===== src/hdl/cbm_pkg.sv =====
// Shared constants, types and helper functions of the cartridge bank mapper.
package cbm_pkg;

   localparam int RAM_BANKS_DEF  = 4;
   localparam int RAM_BANK_BYTES = 8192;
   localparam int BANK_OFS_W     = 13;
   localparam int ADDR_W         = 16;
   localparam int DATA_W         = 8;
   localparam int ROM_ADDR_W     = 21;
   localparam int ROM_BANK_W     = 7;
   localparam int ROM_LOW_W      = 5;
   localparam int RAM_BANK_W     = 2;
   localparam int ROM_OFS_W      = 14;
   localparam int TARGET_W       = 2;
   localparam int REGION_W       = 3;

   // Bus access kinds
   localparam logic FUNC_READ  = 1'b0;
   localparam logic FUNC_WRITE = 1'b1;

   // Result kinds
   localparam logic [TARGET_W-1:0] TARGET_NONE = 2'd0;
   localparam logic [TARGET_W-1:0] TARGET_ROM  = 2'd1;
   localparam logic [TARGET_W-1:0] TARGET_RAM  = 2'd2;

   // 8 KB bus regions, decoded from address bits 15:13
   localparam logic [REGION_W-1:0] REGION_RAM_ENABLE = 3'd0;
   localparam logic [REGION_W-1:0] REGION_ROM_BANK_LO = 3'd1;
   localparam logic [REGION_W-1:0] REGION_ROM_BANK_HI = 3'd2;
   localparam logic [REGION_W-1:0] REGION_MODE        = 3'd3;
   localparam logic [REGION_W-1:0] REGION_VIDEO       = 3'd4;
   localparam logic [REGION_W-1:0] REGION_RAM         = 3'd5;

   localparam logic [3:0] RAM_ENABLE_KEY = 4'hA;

   typedef struct packed {
      logic [TARGET_W-1:0]   target;
      logic [ROM_ADDR_W-1:0] rom_address;
      logic                  ram_rd;
   } decode_type;

   // Reduce the RAM bank register modulo the number of fitted banks.
   function automatic logic [RAM_BANK_W-1:0] fold_ram_bank(
      input logic [RAM_BANK_W-1:0] bank,
      input int unsigned           banks
   );
      logic [RAM_BANK_W-1:0] b;
      b = bank;
      for (int i = 0; i < 3; i++) begin
         if (32'(b) >= banks) begin
            b = b - RAM_BANK_W'(banks);
         end
      end
      return b;
   endfunction

endpackage


===== src/hdl/cbm_if.sv =====


interface cbm_rsp_if;
   logic                          valid;
   logic                          ready;
   logic [cbm_pkg::TARGET_W-1:0]   target;
   logic [cbm_pkg::ROM_ADDR_W-1:0] rom_address;
   logic [cbm_pkg::DATA_W-1:0]     read_data;

   modport source (output valid, target, rom_address, read_data, input ready);
   modport sink (input valid, target, rom_address, read_data, output ready);
   modport monitor (input valid, ready, target, rom_address, read_data);
endinterface


===== src/hdl/cbm_resp.sv =====
// RAM data alignment stage and output register of the response channel.
module cbm_resp (
   input  logic                      clock,
   input  logic                      reset,
   input  logic                      accept,
   input  cbm_pkg::decode_type       decode,
   input  logic [cbm_pkg::DATA_W-1:0] ram_rd_data,
   output logic                      s1_free,
   cbm_rsp_if.source                 rsp
);

   logic                              s1_valid_ff;
   cbm_pkg::decode_type               s1_dec_ff;
   logic                              out_valid_ff;
   logic [cbm_pkg::TARGET_W-1:0]       out_target_ff;
   logic [cbm_pkg::ROM_ADDR_W-1:0]     out_rom_ff;
   logic [cbm_pkg::DATA_W-1:0]         out_data_ff;
   logic                              move;

   assign move    = s1_valid_ff && (!out_valid_ff || rsp.ready);
   assign s1_free = !s1_valid_ff || move;

   always_ff @(posedge clock) begin
      if (reset) begin
         s1_valid_ff  <= 1'b0;
         out_valid_ff <= 1'b0;
      end else begin
         if (accept) begin
            s1_valid_ff <= 1'b1;
         end else if (move) begin
            s1_valid_ff <= 1'b0;
         end
         if (move) begin
            out_valid_ff <= 1'b1;
         end else if (rsp.ready) begin
            out_valid_ff <= 1'b0;
         end
      end
      if (accept) begin
         s1_dec_ff <= decode;
      end
      // RAM read data arrives in the cycle after the access; join it here
      if (move) begin
         out_target_ff <= s1_dec_ff.target;
         out_rom_ff    <= s1_dec_ff.rom_address;
         out_data_ff   <= s1_dec_ff.ram_rd ? ram_rd_data : '0;
      end
   end

   assign rsp.valid       = out_valid_ff;
   assign rsp.target      = out_target_ff;
   assign rsp.rom_address = out_rom_ff;
   assign rsp.read_data   = out_data_ff;

endmodule


===== src/flat_wrapper.sv =====
// flat-port wrapper written by rule: the top's interface ports become plain ports
module cbm_resp_flat 
  (clock, reset, accept, decode, ram_rd_data, s1_free, rsp_valid, rsp_target, rsp_rom_address, rsp_read_data, rsp_ready);
  cbm_rsp_if rsp_i ();
  input  logic clock;
  input  logic reset;
  input  logic accept;
  input  cbm_pkg::decode_type decode;
  input  logic [cbm_pkg::DATA_W-1:0] ram_rd_data;
  output logic s1_free;
  output wire logic [$bits(rsp_i.valid)-1:0] rsp_valid;
  output wire logic [$bits(rsp_i.target)-1:0] rsp_target;
  output wire logic [$bits(rsp_i.rom_address)-1:0] rsp_rom_address;
  output wire logic [$bits(rsp_i.read_data)-1:0] rsp_read_data;
  input wire logic [$bits(rsp_i.ready)-1:0] rsp_ready;
  assign rsp_valid = rsp_i.valid;
  assign rsp_target = rsp_i.target;
  assign rsp_rom_address = rsp_i.rom_address;
  assign rsp_read_data = rsp_i.read_data;
  assign rsp_i.ready = rsp_ready;
  cbm_resp u_core (.clock(clock), .reset(reset), .accept(accept), .decode(decode), .ram_rd_data(ram_rd_data), .s1_free(s1_free), .rsp(rsp_i));
endmodule

===== config.mk =====
export PLATFORM = sky130hd
export DESIGN_NAME = cbm_resp_flat
export DESIGN_NICKNAME = d
export VERILOG_FILES = /design/src/hdl/cbm_pkg.sv /design/src/hdl/cbm_if.sv /design/src/hdl/cbm_resp.sv /design/src/flat_wrapper.sv
export SDC_FILE = /design/constraint.sdc
export NUM_CORES = 1
export LEC_CHECK = 0
export BUFFER_PORTS_ARGS = -buffer_cell sky130_fd_sc_hd__clkbuf_2
export CAP_MARGIN = 20
export CORE_UTILIZATION = 51
export DETAILED_ROUTE_END_ITERATION = 10
export PLACE_DENSITY_LB_ADDON = 0.3
export SYNTH_ARGS = -nofsm -noshare
export SYNTH_HDL_FRONTEND = slang
export SYNTH_SLANG_ARGS = --single-unit

===== constraint.sdc =====
create_clock -name clock -period 3 [get_ports clock]
set_input_delay 0.6 -clock clock [delete_from_list [all_inputs] [get_ports clock]]
set_output_delay 0.6 -clock clock [all_outputs]
set_load 0.02 [all_outputs]

**Yosys cells after proc, flatten, opt, wreduce, memory -nomap -nowiden**

Index checks and enable logic that the tools add are counted.

- Register bits after elaboration: 57
- Input port bits: 36
- Output and inout port bits: 33

- Multiplexer cells: 4
- Reduce and logical (&&, ||, !) cells: 7

Operators by type and width:

| operator | count |
|---|---|
| 1-bit 2-to-1 mux | 4 |
| 2-bit nonzero test | 2 |
| 1-bit logical NOT | 2 |
| 1-bit logical OR | 2 |
| 1-bit logical AND | 1 |

**Depth between registers and ports, before layout**

- Depth after elaboration: 5
- Mapped depth: 2
- Mapped depth without buffers: 2

**Least setup slack after synthesis**

OpenSTA, ideal clock, no wires.

- Path kind: input to register
- Start point: in rsp_ready
- End point: reg u_core.out_data_ff (netlist bit u_core.rsp.read_data[0]) (enable)
- Arrival: 1.484 ns
- Data required time: 2.609 ns
- Setup slack: 1.126 ns
- Stages: 2
- Buffers on the path: 0
- Cell sequence: nand2b_1 and2_1

- Cells in the longest elaborated chain, start to end: 2

RTL lines:

| element | line | text |
|---|---|---|
| start: declaration | flat_wrapper.sv:15 | `input wire logic [$bits(rsp_i.ready)-1:0] rsp_ready;` |
| 1-bit logical OR | cbm_resp.sv:20 | `assign move = s1_valid_ff && (!out_valid_ff \|\| rsp.ready);` |
| 1-bit logical AND | cbm_resp.sv:20 |  |
| net u_core.move | cbm_resp.sv:18 | `logic move;` |
| end signal: assignment | cbm_resp.sv:46 | `out_data_ff <= s1_dec_ff.ram_rd ? ram_rd_data : '0;` |
| end: declaration | cbm_resp.sv:17 | `logic [cbm_pkg::DATA_W-1:0] out_data_ff;` |

The timed path passes the listed nets, and every way through them passes these cells.
A chain may end at the register's enable or synchronous reset.

**Final worst setup path**

- Start point: reg u_core.out_valid_ff (netlist: u_core.rsp.valid)
- End point: out s1_free

- Cells in the longest elaborated chain, start to end: 4

RTL lines:

| element | line | text |
|---|---|---|
| start: declaration | cbm_resp.sv:14 | `logic out_valid_ff;` |
| start signal: assignment | cbm_resp.sv:26 | `out_valid_ff <= 1'b0;` |
| start signal: assignment | cbm_resp.sv:34 | `out_valid_ff <= 1'b1;` |
| start signal: assignment | cbm_resp.sv:36 | `out_valid_ff <= 1'b0;` |
| 1-bit logical NOT | cbm_resp.sv:20 |  |
| 1-bit logical OR | cbm_resp.sv:20 |  |
| 1-bit logical AND | cbm_resp.sv:20 |  |
| 1-bit logical OR | cbm_resp.sv:21 | `assign s1_free = !s1_valid_ff \|\| move;` |
| end: declaration | flat_wrapper.sv:10 | `output logic s1_free;` |

No other way between the ends.

==> flow_summary_export.csv <==
group,metric,value,unit
outcome,status,"completed",
power_and_ir_drop,p_leak,0.956,nW
die,design.die.area,3760,um^2
synthesis,syn_inst,72,
setup_path,worst_setup_path_start_kind,"register",
clocking,clk_path_buf_depth,2,
clocking,cts_buffers,9,
synthesis,yosys_warnings,0,
timing,skew,8.71,ps
global_route,met1_usage,14.5,%
place,numPortBuffers,68,
clocking,cts.htree.levels,3,
layout,multi_input_area,96.3,um^2
layout,area.growth.synth_to_final,28.4,%
layout,n_antenna_cell,0,
timing,worst_slew_pin_slew,571,ps
global_route,grt_pass1_wl,3360,um
detailed_routing,routed_wl,2380,um
place,place_hpwl,1680,um
clocking,post_cts_buffers,0,
clocking,worstSkewPairLatency,370,ps
layout,ff_latch_area,1690,um^2
power_and_ir_drop,ir_drop,0.355,mV
setup_path,cp-end-kind,"output port",
die,die_width,61.3,um
detailed_routing,wl_per_cell,11.7,um
synthesis,synth_ff_type,"edfxtp_1",
setup_path,path_max_fanout,3,
timing,report.final.slew_viol_count,0,
synthesis,synth-seq-cells,57,
detailed_routing,drt-initial-drc-count,20,
synthesis,synthArstFlopShare,0,%
setup_path,worst-setup-path-type,"reg2out",
layout,fillers,262,
timing,relSlewSlack,62.0,%
timing,final-setup-viol-count,0,
global_route,grt_pass1_vias,813,
timing,finalCritPeriodShare,53.8,%
worst_hold_path,hold_path_depth,2,
synthesis,synth_common_cells,"55 x edfxtp_1, 9 x and2_1, 2 x dfxtp_1, 2 x inv_1",
synthesis,syn-cell-area,1800,um^2
clocking,cts-hold-fix-buffers,0,
setup_path,ff2ff_path_depth,3,
synthesis,synth_area_leaders,"edfxtp_1 92%, and2_1 3.1%, dfxtp_1 2.2%",
global_route,grt.total_usage,14.1,%
synthesis,synth_fp_nets,108,
power_and_ir_drop,power_density,628,nW/um^2
timing,finalHoldViolCount,0,
global_route,grtUsageMet2,21.4,%
die,ios,69,
place,place_congestion,0.647,
place,dp.cells,188,
timing,max_freq,620,MHz
synthesis,synth_edf_count,55,
clocking,numClockSinks,57,
synthesis,synth.distinct_cells,8,
setup_path,crit_required,2400,ps
layout,fin_nets,189,
worst_hold_path,hold_class,"in2reg",
clocking,clock-root-buffer,"clkbuf_4",
die,core_area,3360,um^2
global_route,gr-total-overflow,0,
synthesis,synth_top_area_share,92.0,%
clocking,post_cts_resized,0,
detailed_routing,viasPerCell,4.41,
synthesis,yosysMostFrequentCell,"edfxtp_1",
global_route,met3_usage,6.09,%
global_route,grt_max_degree,26,
die,initial_utilization,53.4,%
synthesis,synth.avg_cell_area,24.9,um^2
detailed_routing,drc,0,
timing,rsz0062_at_grt,"no",
clocking,clk_pin_slew_worst_paths,80,ps
layout,drive_gt1_share,53.2,%
timing,tns,0,ps
detailed_routing,first_pass_iters,4,
run,drv_cap,0,
global_route,antenna_found_initial,0,
die,die_height,61.3,um
synthesis,synth_top_area_cell,"edfxtp_1",
clocking,cts_tree,"done",
global_route,grt-busiest-layer,"met2",
die,rows,21,
detailed_routing,ant_nets,0,
synthesis,seq_area_frac_synth,94.2,%
setup_path,arrival,1010,ps
timing,period_needed,1610,ps
detailed_routing,vias,899,
layout,fin_cells,204,
==> power by group <==
part / internal, mW / switching, mW
Clock: 0.162 / 0.245
Combinational: 0.0371 / 0.0582
Sequential: 0.932 / 0.0140
Total: 1.13 / 0.317
==> worst max-delay path: stages, from the launching register on <==
cell and delay (ps):
dfxtp_1 400, nand3b_4 100, clkbuf_2 160
==> per-stage QoR <==
stage | instance area (um^2) | hold slack (ps) | total power, mW | setup WS, ps | util (%)
2_1_floorplan | 1800 | 400 | 1.01 | 1130 | -
3_3_place_gp | 2210 | 400 | 1.06 | 1410 | 65.7
3_5_place_dp | 2210 | 405 | 1.06 | 1400 | 65.7
4_1_cts | 2310 | 371 | 1.46 | 1350 | 68.6
5_1_grt | 2310 | 378 | 1.51 | 1320 | 68.6
6_report | 2310 | 400 | 1.45 | 1390 | 68.6
==> cells by family (layout without fill, tap and decap cells) <==
family                 count (synthesis)  count (layout)  synth area share [%]
DFF                                   57              57                  94.2
AOI/OAI and AO/OA                      2               2                 0.766
and+or+nand+nor                       11              11                  4.60
buffers and inverters                  2              88                 0.418
==> sequential cells by signal (all words and copies together) (netlist names) <==
name / cells
u_core.s1_dec_ff: 24
u_core.rsp.read_data: 8
u_core.rsp.target: 2
u_core.rsp.valid: 1
u_core.s1_valid_ff: 1
u_core.rsp.rom_address: 21
==> cell type report <==
class / instances / share of cell area [%]
clock inverters: 5 / 0.977
flip-flops and latches: 57 / 73.4
multi-input cells: 13 / 4.18
well taps: 46 / 2.50
repair buffers: 70 / 15.4
inverters: 2 / 0.326
clock buffers: 11 / 3.26
==> placed cells by master, fill, tap and decap left out, drive strengths merged <==
cell type	instances
clkbuf	79
nand3b	1
dfxtp	2
inv	2
clkinv	5
and2	9
nand2b	1
edfxtp	55
a21oi	2
buf	2
==> path summary, 6_finish.rpt <==
check	from	to	slack [ps]
worst max register to register	u_core.rsp.valid	u_core.rsp.rom_address[1]	1830
worst max-delay path	u_core.rsp.valid	s1_free	1390
worst min register to register	u_core.s1_dec_ff[18]	u_core.rsp.rom_address[17]	420
worst min-delay path	reset	u_core.s1_valid_ff	400
==> per-layer routing <==
layer	wire length, um	vias to the layer above	share of wire [%]
met5	0	-	0
met4	57	0	2.4
met3	283	7	12
met2	1140	53	48
met1	902	395	38
li1	-	444	-
Note: power is estimated with default switching activity, not from simulation.
