<file path="src/hdl/cbm_pkg.sv">
// Shared constants, types and helper functions of the cartridge bank mapper.
package cbm_pkg;

   localparam int RAM_BANKS_DEF  = 4;
   localparam int RAM_BANK_BYTES = 8192;
   localparam int BANK_OFS_W     = 13;
   localparam int ADDR_W         = 16;
   localparam int DATA_W         = 8;
   localparam int ROM_ADDR_W     = 21;
   localparam int ROM_BANK_W     = 7;
   localparam int ROM_LOW_W      = 5;
   localparam int RAM_BANK_W     = 2;
   localparam int ROM_OFS_W      = 14;
   localparam int TARGET_W       = 2;
   localparam int REGION_W       = 3;

   // Bus access kinds
   localparam logic FUNC_READ  = 1'b0;
   localparam logic FUNC_WRITE = 1'b1;

   // Result kinds
   localparam logic [TARGET_W-1:0] TARGET_NONE = 2'd0;
   localparam logic [TARGET_W-1:0] TARGET_ROM  = 2'd1;
   localparam logic [TARGET_W-1:0] TARGET_RAM  = 2'd2;

   // 8 KB bus regions, decoded from address bits 15:13
   localparam logic [REGION_W-1:0] REGION_RAM_ENABLE = 3'd0;
   localparam logic [REGION_W-1:0] REGION_ROM_BANK_LO = 3'd1;
   localparam logic [REGION_W-1:0] REGION_ROM_BANK_HI = 3'd2;
   localparam logic [REGION_W-1:0] REGION_MODE        = 3'd3;
   localparam logic [REGION_W-1:0] REGION_VIDEO       = 3'd4;
   localparam logic [REGION_W-1:0] REGION_RAM         = 3'd5;

   localparam logic [3:0] RAM_ENABLE_KEY = 4'hA;

   typedef struct packed {
      logic [TARGET_W-1:0]   target;
      logic [ROM_ADDR_W-1:0] rom_address;
      logic                  ram_rd;
   } decode_type;

   // Reduce the RAM bank register modulo the number of fitted banks.
   function automatic logic [RAM_BANK_W-1:0] fold_ram_bank(
      input logic [RAM_BANK_W-1:0] bank,
      input int unsigned           banks
   );
      logic [RAM_BANK_W-1:0] b;
      b = bank;
      for (int i = 0; i < 3; i++) begin
         if (32'(b) >= banks) begin
            b = b - RAM_BANK_W'(banks);
         end
      end
      return b;
   endfunction

endpackage

</file>
<file path="src/hdl/cbm_ctrl.sv">
// Bank registers, bus access decode and RAM clearing sweep.
module cbm_ctrl #(
   parameter int RAM_BANKS = cbm_pkg::RAM_BANKS_DEF,
   parameter int RAM_AW    = 15
) (
   input  logic                         clock,
   input  logic                         reset,
   input  logic                         csr_wr_en,
   input  logic                         csr_wr_data,
   input  logic                         accept,
   input  logic                         func,
   input  logic [cbm_pkg::ADDR_W-1:0]    bus_address,
   input  logic [cbm_pkg::DATA_W-1:0]    write_data,
   output cbm_pkg::decode_type          decode,
   output logic                         clr_busy,
   output logic                         ram_wr_en,
   output logic [RAM_AW-1:0]            ram_wr_addr,
   output logic [cbm_pkg::DATA_W-1:0]    ram_wr_data,
   output logic                         ram_rd_en,
   output logic [RAM_AW-1:0]            ram_rd_addr
);

   localparam int RAM_DEPTH = RAM_BANKS * cbm_pkg::RAM_BANK_BYTES;

   logic                              present_ff;
   logic                              ram_en_ff, ram_en_in;
   logic [cbm_pkg::ROM_BANK_W-1:0]     rom_bank_ff, rom_bank_in;
   logic [cbm_pkg::RAM_BANK_W-1:0]     ram_bank_ff, ram_bank_in;
   logic                              mode_ff, mode_in;
   logic                              clr_busy_ff;
   logic [RAM_AW-1:0]                 clr_addr_ff;

   logic [cbm_pkg::REGION_W-1:0]       region;
   logic [cbm_pkg::RAM_BANK_W-1:0]     ram_bank_eff;
   logic [RAM_AW-1:0]                 ram_addr;
   logic [cbm_pkg::ROM_LOW_W-1:0]      low_bank;
   logic                              item_ram_wr;

   assign region       = bus_address[cbm_pkg::ADDR_W-1 -: cbm_pkg::REGION_W];
   assign ram_bank_eff = cbm_pkg::fold_ram_bank(ram_bank_ff, RAM_BANKS);
   assign ram_addr     = RAM_AW'({ram_bank_eff, bus_address[cbm_pkg::BANK_OFS_W-1:0]});
   assign low_bank     = (write_data[cbm_pkg::ROM_LOW_W-1:0] == '0) ?
                         cbm_pkg::ROM_LOW_W'(1) : write_data[cbm_pkg::ROM_LOW_W-1:0];

   always_comb begin
      decode      = '{target: cbm_pkg::TARGET_NONE, rom_address: '0, ram_rd: 1'b0};
      ram_en_in   = ram_en_ff;
      rom_bank_in = rom_bank_ff;
      ram_bank_in = ram_bank_ff;
      mode_in     = mode_ff;
      item_ram_wr = 1'b0;
      if (!present_ff) begin
         if (func == cbm_pkg::FUNC_READ) begin
            decode.target      = cbm_pkg::TARGET_ROM;
            decode.rom_address = cbm_pkg::ROM_ADDR_W'(bus_address);
         end
      end else if (func == cbm_pkg::FUNC_READ) begin
         if (!bus_address[15]) begin
            decode.target = cbm_pkg::TARGET_ROM;
            if (bus_address[14]) begin
               decode.rom_address = {rom_bank_ff, bus_address[cbm_pkg::ROM_OFS_W-1:0]};
            end else begin
               decode.rom_address = cbm_pkg::ROM_ADDR_W'(bus_address);
            end
         end else if (region == cbm_pkg::REGION_RAM && ram_en_ff) begin
            decode.target = cbm_pkg::TARGET_RAM;
            decode.ram_rd = 1'b1;
         end
      end else begin
         unique case (region)
            cbm_pkg::REGION_RAM_ENABLE: begin
               ram_en_in = (write_data[3:0] == cbm_pkg::RAM_ENABLE_KEY);
            end
            cbm_pkg::REGION_ROM_BANK_LO: begin
               rom_bank_in = {rom_bank_ff[cbm_pkg::ROM_BANK_W-1:cbm_pkg::ROM_LOW_W], low_bank};
            end
            cbm_pkg::REGION_ROM_BANK_HI: begin
               if (mode_ff) begin
                  rom_bank_in = {write_data[1:0], rom_bank_ff[cbm_pkg::ROM_LOW_W-1:0]};
               end else begin
                  ram_bank_in = write_data[1:0];
               end
            end
            cbm_pkg::REGION_MODE: begin
               mode_in = !write_data[0];
            end
            cbm_pkg::REGION_RAM: begin
               if (ram_en_ff) begin
                  decode.target = cbm_pkg::TARGET_RAM;
                  item_ram_wr   = 1'b1;
               end
            end
            default: begin
            end
         endcase
      end
   end

   always_ff @(posedge clock) begin
      if (reset) begin
         present_ff  <= 1'b0;
         ram_en_ff   <= 1'b0;
         rom_bank_ff <= cbm_pkg::ROM_BANK_W'(1);
         ram_bank_ff <= '0;
         mode_ff     <= 1'b1;
         clr_busy_ff <= 1'b1;
         clr_addr_ff <= '0;
      end else begin
         if (csr_wr_en) begin
            present_ff <= csr_wr_data;
         end
         if (accept) begin
            ram_en_ff   <= ram_en_in;
            rom_bank_ff <= rom_bank_in;
            ram_bank_ff <= ram_bank_in;
            mode_ff     <= mode_in;
         end
         // sweep zeros through the RAM once after reset
         if (clr_busy_ff) begin
            clr_addr_ff <= clr_addr_ff + RAM_AW'(1);
            if (clr_addr_ff == RAM_AW'(RAM_DEPTH - 1)) begin
               clr_busy_ff <= 1'b0;
            end
         end
      end
   end

   assign clr_busy    = clr_busy_ff;
   assign ram_wr_en   = clr_busy_ff || (accept && item_ram_wr);
   assign ram_wr_addr = clr_busy_ff ? clr_addr_ff : ram_addr;
   assign ram_wr_data = clr_busy_ff ? '0 : write_data;
   assign ram_rd_en   = accept && decode.ram_rd;
   assign ram_rd_addr = ram_addr;

endmodule

</file>
<file path="config.mk">
export PLATFORM = sky130hd
export DESIGN_NAME = cbm_ctrl
export DESIGN_NICKNAME = d
export VERILOG_FILES = /design/src/hdl/cbm_pkg.sv /design/src/hdl/cbm_ctrl.sv
export SDC_FILE = /design/constraint.sdc
export NUM_CORES = 1
export LEC_CHECK = 0
export BUFFER_PORTS_ARGS = -buffer_cell sky130_fd_sc_hd__buf_2
export CAP_MARGIN = 20
export CORE_AREA = 2 2 64 73
export DETAILED_ROUTE_END_ITERATION = 8
export DIE_AREA = 0 0 66 75
export HOLD_SLACK_MARGIN = 0.05
export MAX_ROUTING_LAYER = met4
export PLACE_DENSITY = 0.79
export RECOVER_POWER = 100
export SLEW_MARGIN = 20
export SYNTH_ARGS = -nofsm -noshare
export SYNTH_HDL_FRONTEND = slang
export SYNTH_SLANG_ARGS = --single-unit
</file>
<file path="constraint.sdc">
create_clock -name clock -period 2 [get_ports clock]
set_input_delay 0.4 -clock clock [delete_from_list [all_inputs] [get_ports clock]]
set_output_delay 0.4 -clock clock [all_outputs]
set_load 0.01 [all_outputs]
</file>
Word-level counts from Yosys, hierarchy flattened
Index checks and enable logic that the tools add are counted.

Input bits: 30. Logic and storage cells: 54. Flip-flop bits (word level): 28. Memories: 0. Bits in latches: 0. Bits in writable memories: 0. Output and inout bits: 65. Memory bits (read-only): 0.

Mux-type cells: 24. Equality and inequality tests: 6. Reductions and logical operators: 12. Bitwise logic cells: 3. Magnitude comparators: 0. $add $sub $neg: 1. Multipliers: 0. Divide/modulo/power cells: 0. Shift-type cells: 0.

Operators with widths (count): two-way mux 22 bit (2); two-way mux 21 bit (2); two-way mux 23 bit (1); adder 15 x 1 -> 15 bit, second input constant (1); == test 15 bit, second input constant (1); two-way mux 15 bit (1); one-hot mux 7 bit (2 select lines) (1); two-way mux 2 bit (5); AND reduction 5 bit (2); two-way mux 1 bit (9); two-way mux 8 bit (1); AND reduction 4 bit (2); two-way mux 7 bit (1); == test 3 x 2 -> 1 bit, second input constant (2); AND reduction 6 bit (1); logical NOT 5 bit (1); two-way mux 5 bit (1); == test 4 bit, second input constant (1); == test 3 x 1 -> 1 bit, second input constant (1); == test 3 bit, second input constant (1); logical AND 1 bit (3); logical NOT 3 bit (1); inverter 1 bit (3); logical NOT 1 bit (1); logical OR 1 bit (1).

Depth between registers and ports, before layout
Gate-level depths: netlist of the first run.

Depth after elaboration: 7. Gate-level depth with buffers: 5.

Worst setup path after synthesis of the first run
Ideal clock, no wire load.

Path type: flip-flop to output port. Start point: register present_ff. End point: output port ram_rd_en. Cell stages (with the launch flop): 5. Setup slack: 294 ps. Data arrival time: 1306 ps. Path through: dfxtp_1 -> buf_4 -> nand2_2 -> or3_1 -> nor3b_1.

Cells in the longest elaborated chain, start to end: 2.

RTL lines: start, declared (RTL line cbm_ctrl.sv:25) `logic present_ff;`; start signal, assigned (RTL line cbm_ctrl.sv:110) `present_ff <= csr_wr_data;`; two-way mux 1 bit (RTL line cbm_ctrl.sv:52) `if (!present_ff) begin`; logical AND 1 bit (RTL line cbm_ctrl.sv:132) `assign ram_rd_en = accept && decode.ram_rd;`; end, declared (RTL line cbm_ctrl.sv:19) `output logic ram_rd_en,`.

No other way between the ends.

Final worst setup path of the first run
Same ends and word-level chain as after synthesis.

==> results.toml, run 1 <==
[outcome]
status = "finished, final reports clean"

[run]
max-cap-violations = 0

[pwr]
p_per_area_nw_per_um2 = 524
p_leak_nw = 0.910
vdd_drop_max_mv = 0.260
total_power_mw = 1.20

[floorplan]
die_h_um = 75
start_util_pct = 43.8
core_um2 = 4190
dieArea_um2 = 4950
rows = 25
fp.dieW_um = 66
io_pins = 95

[clock_tree]
htreeDepth = 1
cts_buffer_depth = 2
ctsRootBufferMaster = "clkbuf_8"
cts.sinks = 28
clk_latency_ns = 0.28
clk_pin_slew_ns = 0.09
tritoncts = "yes"
cts_hold_buf = 0
cts_setup_buffers = 0
cts_buffers = 3

[sta]
fin_setup_tns_ns = 0
setup_violations = 0
hold_slack_ns = 0.355
finClkSkew_ns = 0.000986
maxSlewHeadroom_pct = 77.2
rsz0062_at_grt = "false"
tightestPinTransition_ns = 0.340
max_freq_ghz = 0.529
period_minus_slack_ns = 1.89
finalCritPeriodShare_pct = 94.5
hold_viol_final = 0
maxSlewViolCount = 0

[critical_path]
crit_arrival_ns = 1.49
endpoint_kind = "primary output"
cp.required_ns = 1.60
crit_fanout = 4
reg2regPathDepth = 4
crit_type = "flip-flop to primary output"
r2r-start = "clr_addr_ff[0]$_SDFFE_PP0P_"
crit_start = "present_ff$_SDFFE_PP0P_"
crit_path_start_kind = "flip-flop"

[synth]
syn-num-nets = 254
ys_ff_latch = 28
synth_edf_count = 0
synth-async-reset-ratio_pct = 0
synth-main-ff-cell = "dfxtp_1"
ys_seq_area_share_pct = 30.5
netlist_area_um2 = 1840
synthCells = 223
yosys_warnings = 0
syn_area_per_cell_um2 = 8.24
synth.distinct_cells = 36

[worst_hold_path]
hold_class = "input pin to flip-flop"
worstHoldStart = "csr_wr_data"
hold_depth = 3

[layout]
antenna_cells = 0
area_growth_pct = 24.2
fill_cells = 441
drive_gt1_share_pct = 22.3
seqCellArea_um2 = 562
multi_input_area_um2 = 1100
layout.nets = 337

[placed_design]
io_buffers = 94
gp_congestion = 0.800
dp_hpwl_um = 3620

[detailed_routing]
dr.pass1.iters = 4
drt-initial-drc-count = 96
wire_per_inst_um = 12.5
drt-total-wl_um = 4490
drc = 0
ant_nets = 0
num_vias = 1871
vias_per_cell = 5.21

[grt]
grt_util_all_layers_pct = 18.4
first_global_vias = 1658
grt_max_degree = 17
antenna_found_initial = 0
gr-total-overflow = 0
grt_pass1_wl_um = 7030
-- sequential cells by signal, indices dropped and copies added, names as in the netlist --
signal and flops:
ram_bank_eff 2, rom_bank_ff 7, clr_busy 1, ram_en_ff 1, present_ff 1, clr_addr_ff 15
mode_ff 1
-- final timing paths --
kind / end / slack (ns)
max reg2reg: clr_addr_ff[12]$_SDFFE_PP0P_ / 0.24
max: ram_rd_en / 0.11
min: present_ff$_SDFFE_PP0P_ / 0.35
min reg2reg: rom_bank_ff[6]$_SDFFE_PP0P_ / 0.47
-- stage by stage --
| step | util (%) | setup slack, ns | cell area (um2) | cells |
|---|---|---|---|---|
| after global placement | 54.6 | 0.229 | 2290 | 355 |
| after global routing | 54.4 | 0.0227 | 2280 | 359 |
| after floorplan | - | 0.294 | 1840 | 223 |
| final | 54.4 | 0.111 | 2280 | 359 |
| after detailed placement | 54.6 | 0.216 | 2290 | 355 |
| after CTS | 56.3 | 0.0624 | 2360 | 359 |
-- layout by cell type (no fill, tap or decap), types with 5 or more instances in the layout --
master    synthesis  final
nand2_1          15     15
clkbuf_1          4     60
nor4_1            6      6
dfxtp_1          28     27
a21oi_1          12     11
o21ai_0          11     11
or3_1             5      5
nor2_1           13     13
and2_1           19     17
mux2i_1           6      6
mux2_2           17     16
nand3_1           6      6
inv_1             5      5
buf_2             7     36
buf_4            14      6
nor2b_1          13     13
nand4_1          11     11
-- cells by family after synthesis --
| kind of cell | after synthesis | share of synthesized area (%) |
|---|---|---|
| adders and majority gates | 1 | 0.681 |
| xor gates and xnor gates | 4 | 1.91 |
| muxes | 24 | 14.3 |
| buffers and inverters | 31 | 9.67 |
| AOI/OAI and AO/OA | 30 | 9.33 |
| DFF | 28 | 30.5 |
| and+or+nand+nor | 105 | 33.6 |
-- synth_stat cells, types with 2 or more instances --
cell       instances  area share (%)
or4_1              3             1.2
o31ai_1            3             1.2
dfxtp_1           28              31
buf_2              7             1.9
o311ai_0           2            0.95
clkbuf_1           4            0.82
a21oi_1           12             3.3
and2_1            19             6.5
nand2_1           15             3.1
nand2b_1           3             1.0
buf_4             14             5.7
xor2_1             3             1.4
mux2i_1            6             3.3
mux2_2            17              10
nand4b_1           2            0.95
o21ai_0           11             3.0
nor2b_1           13             4.4
or3_1              5             1.7
and4bb_2           2             1.4
nand4_1           11             3.7
inv_1              5             1.0
nand3_1            6             1.6
nor2_1            13             2.7
nor4_1             6             2.0
nand4bb_1          2             1.2
-- where the power goes --
part | switching (mW) | leakage [nW] | internal, mW
Combinational | 0.0984 | 0.649 | 0.0730
Sequential | 0.0104 | 0.226 | 0.564
Clock | 0.181 | 0.0357 | 0.268
-- critical path, cell delays in order (launching register included) --
cell,delay (ns)
dfxtp_1,0.37
nand2_2,0.06
or3_1,0.40
nor3b_1,0.22
clkbuf_2,0.16
-- area by class of cell --
type | count | share of cell area, %
tap | 54 | 2.96
timing repair buffer | 103 | 20.0
sequential | 28 | 24.6
clock inverter | 1 | 1.32
multi-input combinational | 164 | 48.3
clock buffer | 3 | 1.81
inverter | 6 | 0.987
-- layer usage --
metal / vias up / GRT usage (%) / share of wire (%)
met4: 0 / 5.44 / 0.96
met3: 5 / 1.79 / 7.1
met5: - / - / 0
met2: 76 / 34.3 / 50
li1: 945 / - / -
met1: 845 / 20.7 / 42
-- repair_timing --
item,4_1_cts,5_1_grt
setup endpoints to repair,1,3
resized for setup,1,1
pin swaps,0,0
No activity file was read; power rests on OpenSTA's default activity.
==> inputs of run 2 (changes only) <==
--- a/config.mk
+++ b/config.mk
@@ -7,12 +7,12 @@
 export LEC_CHECK = 0
 export BUFFER_PORTS_ARGS = -buffer_cell sky130_fd_sc_hd__buf_2
 export CAP_MARGIN = 20
-export CORE_AREA = 2 2 64 73
+export CORE_AREA = 2 2 67 69
 export DETAILED_ROUTE_END_ITERATION = 8
-export DIE_AREA = 0 0 66 75
+export DIE_AREA = 0 0 69 71
 export HOLD_SLACK_MARGIN = 0.05
 export MAX_ROUTING_LAYER = met4
-export PLACE_DENSITY = 0.79
+export PLACE_DENSITY = 0.8
 export RECOVER_POWER = 100
 export SLEW_MARGIN = 20
 export SYNTH_ARGS = -nofsm -noshare
==> run 2 against run 1 <==
Against the previous run:
- register-to-register slack improved by 0.03 ns
- global-route usage fell by 0.28 points
- combinational power rose by 5%
- design area rose by 0.38%
- sequential cell count did not move
- worst setup slack got worse by 0.047 ns
- clock power barely moved
- sequential power fell by 0.7%
- critical path depth did not move
- largest power group unchanged
==> results.toml, run 2 (synthesized netlist as in run 1, its figures left out) <==
[clock_tree]
cts.sinks = 28
ctsResizeCount = 0
cts_hold_buf = 0
clk_pin_slew_ns = 0.10
cts_setup_buffers = 0
ctsRootBufferMaster = "clkbuf_8"
cts_buffers = 3
htreeDepth = 1
cts_buffer_depth = 2
clk_latency_ns = 0.28
tritoncts = "yes"

[critical_path]
cp.required_ns = 1.60
crit_arrival_ns = 1.54
crit_type = "flip-flop to primary output"
crit_path_start_kind = "flip-flop"
endpoint_kind = "primary output"
crit_fanout = 9

[layout]
drive_gt1_share_pct = 25.7
area_growth_pct = 24.7
top_register = "clr_addr_ff"
largest_reg_flops = 15
fill_cells = 434
antenna_cells = 0
final_common_cell = "clkbuf_1"
seqCellArea_um2 = 561
multi_input_area_um2 = 1100
layout.nets = 336
instances_no_fill = 356
final_area_um2 = 2290
final_cell_mix = "49 x clkbuf_1, 39 x buf_2, 28 x dfxtp_1"

[grt]
grt_max_degree = 17
antenna_found_initial = 0
grt_util_all_layers_pct = 18.1
first_global_vias = 1599
grt_pass1_wl_um = 7220
met3_usage_pct = 3.13
gr-total-overflow = 0
use_met2_pct = 29.6
grt_busiest_layer = "met2"
grt_util_met1_pct = 22.4

[floorplan]
start_util_pct = 43.7
fp.dieW_um = 69
die_h_um = 71
core_um2 = 4200
dieArea_um2 = 4900
rows = 24
io_pins = 95

[detailed_routing]
drt-initial-drc-count = 112
drt-total-wl_um = 4580
drc = 0
ant_nets = 0
vias_per_cell = 5.33
num_vias = 1896
wire_per_inst_um = 12.9
dr.pass1.iters = 5

[worst_hold_path]
hold_class = "input pin to flip-flop"

[sta]
maxSlewHeadroom_pct = 73.6
finClkSkew_ns = 0.00367
tightestPinTransition_ns = 0.393
hold_viol_final = 0
finalCritPeriodShare_pct = 96.8
max_freq_ghz = 0.516
fin_setup_tns_ns = 0
maxSlewViolCount = 0
rsz0062_at_grt = "true"
period_minus_slack_ns = 1.94
setup_violations = 0

[placed_design]
gp_congestion = 0.869
dpl_cell_area_um2 = 2280
dp_cells = 352
io_buffers = 94
dp_hpwl_um = 3600

[outcome]
status = "finished, final reports clean"

[pwr]
p_leak_nw = 0.930
p_per_area_nw_per_um2 = 525
vdd_drop_max_mv = 0.359

[run]
max-cap-violations = 0
run 2: changes by cell type in the layout (fill, tap and decap cells not counted), moves of 2 or more:
| cell | change |
|---|---|
| clkbuf_1 | -11 |
| buf_2 | +3 |
| and2_1 | +2 |
| and2_0 | -2 |
| buf_4 | +2 |
| clkbuf_2 | +5 |
run 2: worst paths after layout:
kind / from / end / slack, ns / cells after the start
worst max-delay path: present_ff$_SDFFE_PP0P_ / ram_rd_en / 0.06 / 4
worst min-delay path: csr_wr_data / present_ff$_SDFFE_PP0P_ / 0.36 / 3
worst max register to register: clr_addr_ff[0]$_SDFFE_PP0P_ / clr_addr_ff[14]$_SDFFE_PP0P_ / 0.27 / 4
worst min register to register: rom_bank_ff[5]$_SDFFE_PP0P_ / rom_bank_ff[5]$_SDFFE_PP0P_ / 0.47 / 2
run 2: final cells by class:
class,instances,share of cell area [%]
Clock inverter,1,1.31
Sequential cell,28,24.5
Tap cell,52,2.84
Clock buffer,3,1.80
Multi-Input combinational cell,164,48.1
Inverter,6,0.984
Timing Repair Buffer,102,20.5
run 2: where the power goes:
group	switching, mW	internal (mW)
Clock	0.182	0.268
Combinational	0.102	0.0779
Sequential	0.00619	0.564
run 2: stage by stage:
stage          setup slack (ns)  total power [mW]  hold slack (ns)  utilization (%)
6_report                 0.0635              1.20            0.361             54.5
5_1_grt                 -0.0138              1.26            0.424             54.5
4_1_cts                 0.00457              1.22            0.365             55.9
3_5_place_dp              0.148             0.770            0.459             54.2
3_3_place_gp              0.189             0.764            0.451             54.2
2_1_floorplan             0.294             0.693            0.434                -
run 2: worst max-delay path: stages, from the launching register on:
cell and delay (ns):
dfxtp_1 0.38, nand2_2 0.13, or3_4 0.41, nor3b_1 0.19, buf_2 0.15
run 2: layer usage:
| metal | vias to the layer above | part of all wire, % |
|---|---|---|
| li1 | 940 | - |
| met1 | 877 | 43 |
| met2 | 69 | 49 |
| met3 | 10 | 5.5 |
| met4 | 0 | 2.2 |
| met5 | - | 0 |
==> inputs of run 3 (changes only) <==
--- a/config.mk
+++ b/config.mk
@@ -14,7 +14,7 @@
 export MAX_ROUTING_LAYER = met4
 export PLACE_DENSITY = 0.8
 export RECOVER_POWER = 100
-export SLEW_MARGIN = 20
+export REMOVE_ABC_BUFFERS = 1
 export SYNTH_ARGS = -nofsm -noshare
 export SYNTH_HDL_FRONTEND = slang
 export SYNTH_SLANG_ARGS = --single-unit
==> run 3 against run 2 <==
Against the previous run:
- first-iteration DRC count is 2.7% higher
- highest routed layer unchanged
- count of clock-buffer cells in the layout stayed put
- final cell count decreased by 0.56%
- combinational power down 4%
- largest cell class unchanged
- via count decreased by 2.8%
- worst hold slack improved by 0.0029 ns
- wire length fell by 3.5%
- sequential share of layout area shrank 0.21 points
- die area stayed put
- maximum frequency is 1.1% higher
- design area rose by 0.87%
- largest power group unchanged
==> results.toml, run 3 (synthesized netlist as in run 1, its figures left out) <==
[outcome]
status = "finished, final reports clean"

[sta]
rsz0062_at_grt = "false"
setup_violations = 0
tightestPinTransition_ns = 0.722
finalCritPeriodShare_pct = 95.8
max_freq_ghz = 0.522
finClkSkew_ns = 0.00488
maxSlewViolCount = 0
hold_viol_final = 0
period_minus_slack_ns = 1.92
maxSlewHeadroom_pct = 51.9

[critical_path]
reg2regPathDepth = 4
cp_cell_sequence = "buf_4, mux2_2, buf_2"
r2r-start = "clr_addr_ff[0]$_SDFFE_PP0P_"
crit_fanout = 9
r2r_slack_ns = 0.14
endpoint_kind = "primary output"
slowest_delay_ns = 0.55
crit_type = "flip-flop to primary output"
cp.required_ns = 1.60
crit_path_start_kind = "flip-flop"
crit_family = "flip-flops"
timing.rr.end = "clr_addr_ff[12]$_SDFFE_PP0P_"
critPathSlowestCell = "dfxtp_1"
crit_arrival_ns = 1.52
cp_num_buf_inv = 2

[grt]
antenna_found_initial = 0
grt_pass1_wl_um = 7070
grt_max_degree = 20
gr-total-overflow = 0
first_global_vias = 1567
grt_util_all_layers_pct = 17.6

[detailed_routing]
wire_per_inst_um = 12.5
drc = 0
dr.pass1.iters = 4
num_vias = 1843
ant_nets = 0
vias_per_cell = 5.21
drt-total-wl_um = 4420
drt-initial-drc-count = 115

[floorplan]
fp.dieW_um = 69
io_pins = 95
dieArea_um2 = 4900
rows = 24
die_h_um = 71
start_util_pct = 43.7
core_um2 = 4200

[placed_design]
gp_congestion = 0.862
dp_cells = 350
dp_hpwl_um = 3410
dpl_cell_area_um2 = 2270
io_buffers = 94

[clock_tree]
cts_buffers = 3
cts_hold_buf = 0
tritoncts = "yes"
cts_setup_buffers = 0
ctsRootBufferMaster = "clkbuf_8"
clk_latency_ns = 0.27
cts.sinks = 28
htreeDepth = 1
cts_buffer_depth = 2
clk_pin_slew_ns = 0.10

[pwr]
intPower_mw = 0.907
p_seq_share_pct = 48.4
switchingPower_mw = 0.280
clockPowerShare_pct = 37.1
vdd_drop_max_mv = 0.299
p_per_area_nw_per_um2 = 514
p_comb_share_pct = 14.5
p_leak_nw = 1.01
power.share.switching_pct = 23.6

[layout]
top_register = "clr_addr_ff"
final_area_um2 = 2310
final_common_cell = "buf_2"
final_cell_mix = "65 x buf_2, 30 x clkbuf_1, 28 x dfxtp_1"
largest_reg_flops = 15
layout.nets = 334
antenna_cells = 0
area_growth_pct = 25.7
drive_gt1_share_pct = 31.5
instances_no_fill = 354

[worst_hold_path]
worstHoldStart = "csr_wr_data"
min_delay_worst_endpoint = "present_ff$_SDFFE_PP0P_"
hold_depth = 3
hold_class = "input pin to flip-flop"

[run]
max-cap-violations = 0
run 3: cell type report:
class	count	area, um2
multi-input cells	164	1100
clock buffers	3	41.3
clock inverters	1	30.0
inverters	6	22.5
repair buffers	100	488
well taps	52	65.1
fillers	420	1890
flip-flops and latches	28	561
run 3: per-stage QoR:
stage          setup TNS [ns]  setup slack (ns)  util, %  hold WS (ns)  power (mW)
2_1_floorplan          -0.218           -0.0951        -         0.434       0.653
3_3_place_gp                0             0.172     54.1         0.444       0.761
3_5_place_dp                0             0.149     54.1         0.456       0.766
4_1_cts                     0            0.0592     55.8         0.364        1.20
5_1_grt                     0           0.00274     54.9         0.386        1.25
6_report                    0            0.0839     54.9         0.364        1.19
run 3: worst max path at each step:
stage                            start                      endpoint  cells after the start
4_1_cts        present_ff$_SDFFE_PP0P_                     ram_rd_en                      4
5_1_grt        present_ff$_SDFFE_PP0P_                     ram_rd_en                      4
3_3_place_gp           bus_address[13]                     ram_rd_en                      5
6_report           clr_busy$_SDFF_PP1_                ram_wr_addr[8]                      3
2_1_floorplan      clr_busy$_SDFF_PP1_  clr_addr_ff[11]$_SDFFE_PP0P_                      3
3_5_place_dp           bus_address[13]                     ram_rd_en                      5
run 3: power by group through the flow:
stage / registers, mW / clock network (mW) / logic (mW)
6_report: 0.575 / 0.440 / 0.173
5_1_grt: 0.577 / 0.477 / 0.192
4_1_cts: 0.575 / 0.451 / 0.179
3_5_place_dp: 0.588 / 0 / 0.178
3_3_place_gp: 0.587 / 0 / 0.174
2_1_floorplan: 0.587 / 0 / 0.0662
run 3: routing by layer:
layer	GRT usage, %	up-vias	share of wire [%]
li1	-	937	-
met1	21.5	829	43
met2	30.7	75	49
met3	2.99	2	7.4
met4	3.92	0	0.38
met5	-	-	0
run 3: repair_timing:
item | CTS | global route
hold endpoints to repair | 0 | 0
endpoints found under the setup margin | 0 | 1
gates resized for setup | 0 | 2
run 3: worst reg2reg max path, stage by stage (launching register included):
cell and delay (ns):
dfxtp_1 0.46, ha_1 0.22, nand4_1 0.29, nor4_1 0.41, mux2_2 0.37
